===== src/rtl/core/mmms_pkg.sv =====
// mmms_pkg: item types, status and mode codes, and empty-stack constants
// for the min/max/middle stack. No dependencies.
`timescale 1ns / 1ps
`default_nettype none

package mmms_pkg;

  localparam logic MODE_PUSH = 1'b0;
  localparam logic MODE_POP  = 1'b1;

  localparam logic [1:0] STAT_OK        = 2'd0;
  localparam logic [1:0] STAT_OVERFLOW  = 2'd1;
  localparam logic [1:0] STAT_UNDERFLOW = 2'd2;

  localparam logic signed [31:0] EMPTY_LOWEST  = 32'sh7FFF_FFFF;
  localparam logic signed [31:0] EMPTY_HIGHEST = 32'sh8000_0000;
  localparam logic signed [31:0] UNDERFLOW_POP = -32'sd1;

  typedef struct packed {
    logic              mode;
    logic signed [31:0] push_value;
  } in_item_t;

  typedef struct packed {
    logic signed [31:0] popped_value;
    logic [1:0]         status;
    logic [7:0]         entry_count;
    logic signed [31:0] lowest_entry;
    logic signed [31:0] highest_entry;
    logic signed [31:0] middle_entry;
  } out_item_t;

  // One stack slot: the word and the running min/max of it and all below.
  typedef struct packed {
    logic signed [31:0] value;
    logic signed [31:0] run_min;
    logic signed [31:0] run_max;
  } entry_t;

  typedef struct packed {
    logic push;
    logic pop;
  } shift_ctl_t;

endpackage

`default_nettype wire


===== src/rtl/core/mmms_cell.sv =====
// mmms_cell: one stack slot. Takes the slot above on push, the slot below
// on pop, holds otherwise. Depends on mmms_pkg.
`timescale 1ns / 1ps
`default_nettype none

module mmms_cell (
  input  wire logic                clk,
  input  wire mmms_pkg::shift_ctl_t ctl,
  input  wire mmms_pkg::entry_t    from_above,
  input  wire mmms_pkg::entry_t    from_below,
  output mmms_pkg::entry_t         entry
);

  mmms_pkg::entry_t entry_r;

  always_ff @(posedge clk) begin
    if (ctl.push) begin
      entry_r <= from_above;
    end else if (ctl.pop) begin
      entry_r <= from_below;
    end
  end

  assign entry = entry_r;

endmodule

`default_nettype wire


===== config.mk =====
export PLATFORM = sky130hd
export DESIGN_NAME = mmms_cell
export DESIGN_NICKNAME = d
export VERILOG_FILES = /design/src/rtl/core/mmms_pkg.sv /design/src/rtl/core/mmms_cell.sv
export SDC_FILE = /design/constraint.sdc
export NUM_CORES = 1
export LEC_CHECK = 0
export ABC_AREA = 1
export BUFFER_PORTS_ARGS = -buffer_cell sky130_fd_sc_hd__buf_2
export CORE_AREA = 2 2 112 114
export CTS_BUF_LIST = sky130_fd_sc_hd__clkbuf_16
export CTS_CLUSTER_SIZE = 25
export DETAILED_ROUTE_END_ITERATION = 10
export DIE_AREA = 0 0 114 116
export PLACE_DENSITY = 0.74
export SLEW_MARGIN = 20
export SYNTH_ARGS = -nofsm -noshare
export SYNTH_HDL_FRONTEND = slang
export SYNTH_SLANG_ARGS = --single-unit

===== constraint.sdc =====
create_clock -name clk -period 2.2 [get_ports clk]
set_input_delay 0.33 -clock clk [delete_from_list [all_inputs] [get_ports clk]]
set_output_delay 0.33 -clock clk [all_outputs]
set_load 0.1 [all_outputs]

---- After elaboration in Yosys (flattened, before gate mapping) ----
Cells that the tools add are included.
W data, S select, Z words.
operators by class
  muxes and demuxes ....................... 2
  reduce and logical (&&, ||, !) cells .... 1
operators with widths
  kind                count
  $mux W96            2
  $reduce_bool A2 Y1  1
storage, ports and cells
  input bits .............................. 195
  logic and storage cells ................. 6
  flip-flop bits (word level) ............. 96

---- Longest topological paths before layout ----
  depth in word-level cells ............... 2
  gate-level depth with buffers ........... 6

---- Worst setup path after synthesis ----
Ideal clock, no wire load.
  path type ............................... input to register
  start ................................... input port ctl[1] (netlist bit)
  end ..................................... register entry_r, in the netlist entry[0], enable pin
  data arrival time ....................... 1.793 ns
  cell stages on the path ................. 3
  setup slack ............................. -0.006 ns
  path through ............................ buf_4 -> buf_6 -> or2_2
on the way
  word-level cells in the longest chain between the ends .. 1
ends and longest elaborated chain
  what                          RTL line         text
  start, declared               mmms_cell.sv:8   input wire mmms_pkg::shift_ctl_t ctl,
  $reduce_bool A2 Y1 (no line)  --
  end signal, assigned          mmms_cell.sv:18  entry_r <= from_above;
  end signal, assigned          mmms_cell.sv:20  entry_r <= from_below;
  end, declared                 mmms_cell.sv:14  mmms_pkg::entry_t entry_r;
No other way between the ends.
A chain may end at the register's enable or synchronous reset.

---- Worst setup path after layout ----
  start ................................... register entry_r, in the netlist entry[23]
  end ..................................... output port entry[23] (netlist bit)
RTL lines
  what           RTL line         text
  end, declared  mmms_cell.sv:11  output mmms_pkg::entry_t entry
No word-level cell between the ends.

==> results list <==
- Post-synthesis cell area: 4120 µm²
* Final Slew Violations: 0
- TNS Setup: 0 ns
* Count of cell types in the netlist: 7
- Max reg flops: 96
- Worst vdd ir: just under 0.4 mV
- The die covers 13200 µm².
- The worst setup path is launched from a flop.
* Grt total ovfl: 0
* Clk pin slew, worst setup/hold paths: about 0.060 ns
- Post-DR wirelength/cell: ~13 µm
- Once detailed placement completed, the half-perimeter wirelength came to between 8000 and 9000 µm.
- Antenna cell count: 0
- Number of nets in the layout: 885
- Floorplan row count: 40
- For this run, the total global-route usage over all layers was measured as between 15 and 20%.
- The finished layout holds between 800 and 900 standard cells, fillers aside.
- Share of the cycle needed by the critical path after routing: about two thirds
- Worst path required time: around 1.9 ns
- For the pin with the worst max-slew slack, the measured transition is approximately 0.90 ns.
- I/O pin count: about 290
- The largest single stage delay on the critical path is about 0.44 ns.
- TritonCTS built the clock tree.
* Warnings from Yosys: 0
* Starting DRT DRC Count: roughly 270
* Sink Count: 96
- Final setup violation count: 0
- Count of buffers from port buffering: slightly below 300
- Power density over the cells: between 900 and 1000 nW/µm²
- The first TritonRoute pass finished after 7 iterations.
- Across the run, the number of max-cap violations was 0.
- The initial utilization of the core area, before any placement, comes to 34.6%.
- Type of the worst setup path: reg2out
- Highest fanout seen on the critical path: 1
- Summed over all cells, the static leakage comes to approximately 0.0031 µW.
- Buffers added to address setup during post-CTS repair amount to 0.
- Worst hold path stage count: 3
- Once detail routing completed, the nets flagged for antenna violations numbered 0.
- The detailed router placed approximately 3700 vias in this run.
* Part of the Yosys area used for sequential elements: between 60 and 70%
- Mean post-synth cell area: roughly 10 µm²
* Post-Place Cells: about 830
* Total buffers and inverters traversed by the critical path: 1
- Registers take about 2900 µm².
- Synthesized flop and latch total: 96
- Synthesis handed over a netlist of 407 instances.
- Number of hold violations in the final report: 0
* Crit end category: primary output
- From bottom edge to top edge, the die measures ~120 µm.
- The initial antenna violation count came to 0.
- In the final layout, the multi-input gates occupy around 1100 µm².
- Worst hold path startpoint: from_below[15]
* Global-route wire length before repair: around 17000 µm
- The path class of the tightest hold or removal check is in2reg.
- In this run the tightest slew margin relative to its limit is about two fifths.
- Area of the core region: 11900 µm²
* Vias per cell: between 4 and 5
- Layout area overhead: 43.1%
* Fill cells: around 1200
- GP Congestion: 0.759
- The H-tree was split into 3 levels.
* Cell family with the largest share of critical-path delay: buffers and inverters
* Largest net degree at the start of global routing: slightly below 100
- Worst EP arrival: 1.14 ns
- CTS root buf: sky130_fd_sc_hd__clkbuf_16
- The worst hold path terminates at entry[15]$_DFFE_PP_.
* RSZ-0062 raised after global routing: false
* Number of resized instances in the post-cts repair step: 0
- Timing would allow up to roughly 0.68 GHz.
- Post-synth net total: around 600
* Result of the run: finished clean
- Share of final-layout standard cells stronger than drive strength 1: 43.8%
- Die span in x: between 100 and 150 µm
* Worst path cell trace: buf_2
- Crit path time final: around 1.5 ns
* DRC: 0
- Inserted Clock Buffers: 9
- Final Power: 5720 µW
* Cts-stage hold buffer count: 0
* Worst-path cell with the longest stage delay: sky130_fd_sc_hd__buf_2
* Total wire length after detailed routing: between 10000 and 15000 µm
- Via count of the first global-routing pass: 3476
- Counting along the longest clock path gives a buffer depth of 2.
==> power by group <==
part	internal (µW)	switching, µW
clock	736	615
sequential	2250	45.5
combinational	316	1760
total	3300	2420
==> cells by family after synthesis <==
kind of cell,Yosys count,share of synthesized area (%)
AND/OR/NAND/NOR,289,26.4
buffers and inverters,22,3.67
flip-flops,96,69.9
==> stage by stage <==
| stage | instance area (µm²) | hold WS (ns) | utilization (%) | worst slack (ns) |
|---|---|---|---|---|
| 2_1_floorplan | 4120 | 0.509 | - | 0.469 |
| 3_3_place_gp | 5650 | 0.594 | 47.4 | 0.519 |
| 3_5_place_dp | 5650 | 0.597 | 47.4 | 0.495 |
| 4_1_cts | 5900 | 0.237 | 49.5 | 0.686 |
| 5_1_grt | 5900 | 0.240 | 49.5 | 0.688 |
| 6_report | 5900 | 0.252 | 49.5 | 0.731 |
==> synth_stat cells <==
| cell | count | area (µm²) |
|---|---|---|
| sky130_fd_sc_hd__nand2_1 | 288 | 1080 |
| sky130_fd_sc_hd__edfxtp_1 | 96 | 2880 |
| sky130_fd_sc_hd__buf_2 | 14 | 70.1 |
| sky130_fd_sc_hd__buf_6 | 6 | 67.6 |
| sky130_fd_sc_hd__buf_4 | 1 | 7.51 |
| sky130_fd_sc_hd__inv_4 | 1 | 6.26 |
| sky130_fd_sc_hd__or2_2 | 1 | 6.26 |
==> how the worst max path moves through the flow <==
stage / endpoint / slack, ns / depth (start not counted) / from
floorplan: entry[0]$_DFFE_PP_ / 0.47 / 3 / ctl[1]
CTS: entry[23] / 0.69 / 1 / entry[23]$_DFFE_PP_
finish: entry[23] / 0.73 / 1 / entry[23]$_DFFE_PP_
global placement: entry[94]$_DFFE_PP_ / 0.52 / 4 / ctl[1]
global route: entry[23] / 0.69 / 1 / entry[23]$_DFFE_PP_
detailed placement: entry[19]$_DFFE_PP_ / 0.49 / 4 / ctl[1]
==> per-layer routing <==
layer	wire length (µm)	global-route usage (%)	vias to the layer above
met4	272	7.40	0
met5	0	0	-
met3	1190	6.33	22
met2	5420	27.7	208
li1	-	-	1866
met1	4340	18.9	1605
==> layout make-up <==
class / instances / area share [%]
clock inverter: 6 / 0.382
inverter: 1 / 0.106
sequential: 96 / 48.9
multi-input combinational: 289 / 18.5
timing repair buffer: 293 / 25.2
clock buffer: 9 / 3.82
tap: 147 / 3.12
==> layout by cell type, fill, tap and decap left out <==
cell type / netlist / layout
sky130_fd_sc_hd__edfxtp_1: 96 / 96
sky130_fd_sc_hd__clkinv_1: 0 / 2
sky130_fd_sc_hd__nand2_1: 288 / 288
sky130_fd_sc_hd__buf_4: 1 / 3
sky130_fd_sc_hd__buf_12: 0 / 1
sky130_fd_sc_hd__clkbuf_16: 0 / 9
sky130_fd_sc_hd__or2_4: 0 / 1
sky130_fd_sc_hd__inv_4: 1 / 1
sky130_fd_sc_hd__inv_1: 0 / 4
sky130_fd_sc_hd__buf_2: 14 / 289
(Power assumes the default switching activity.)
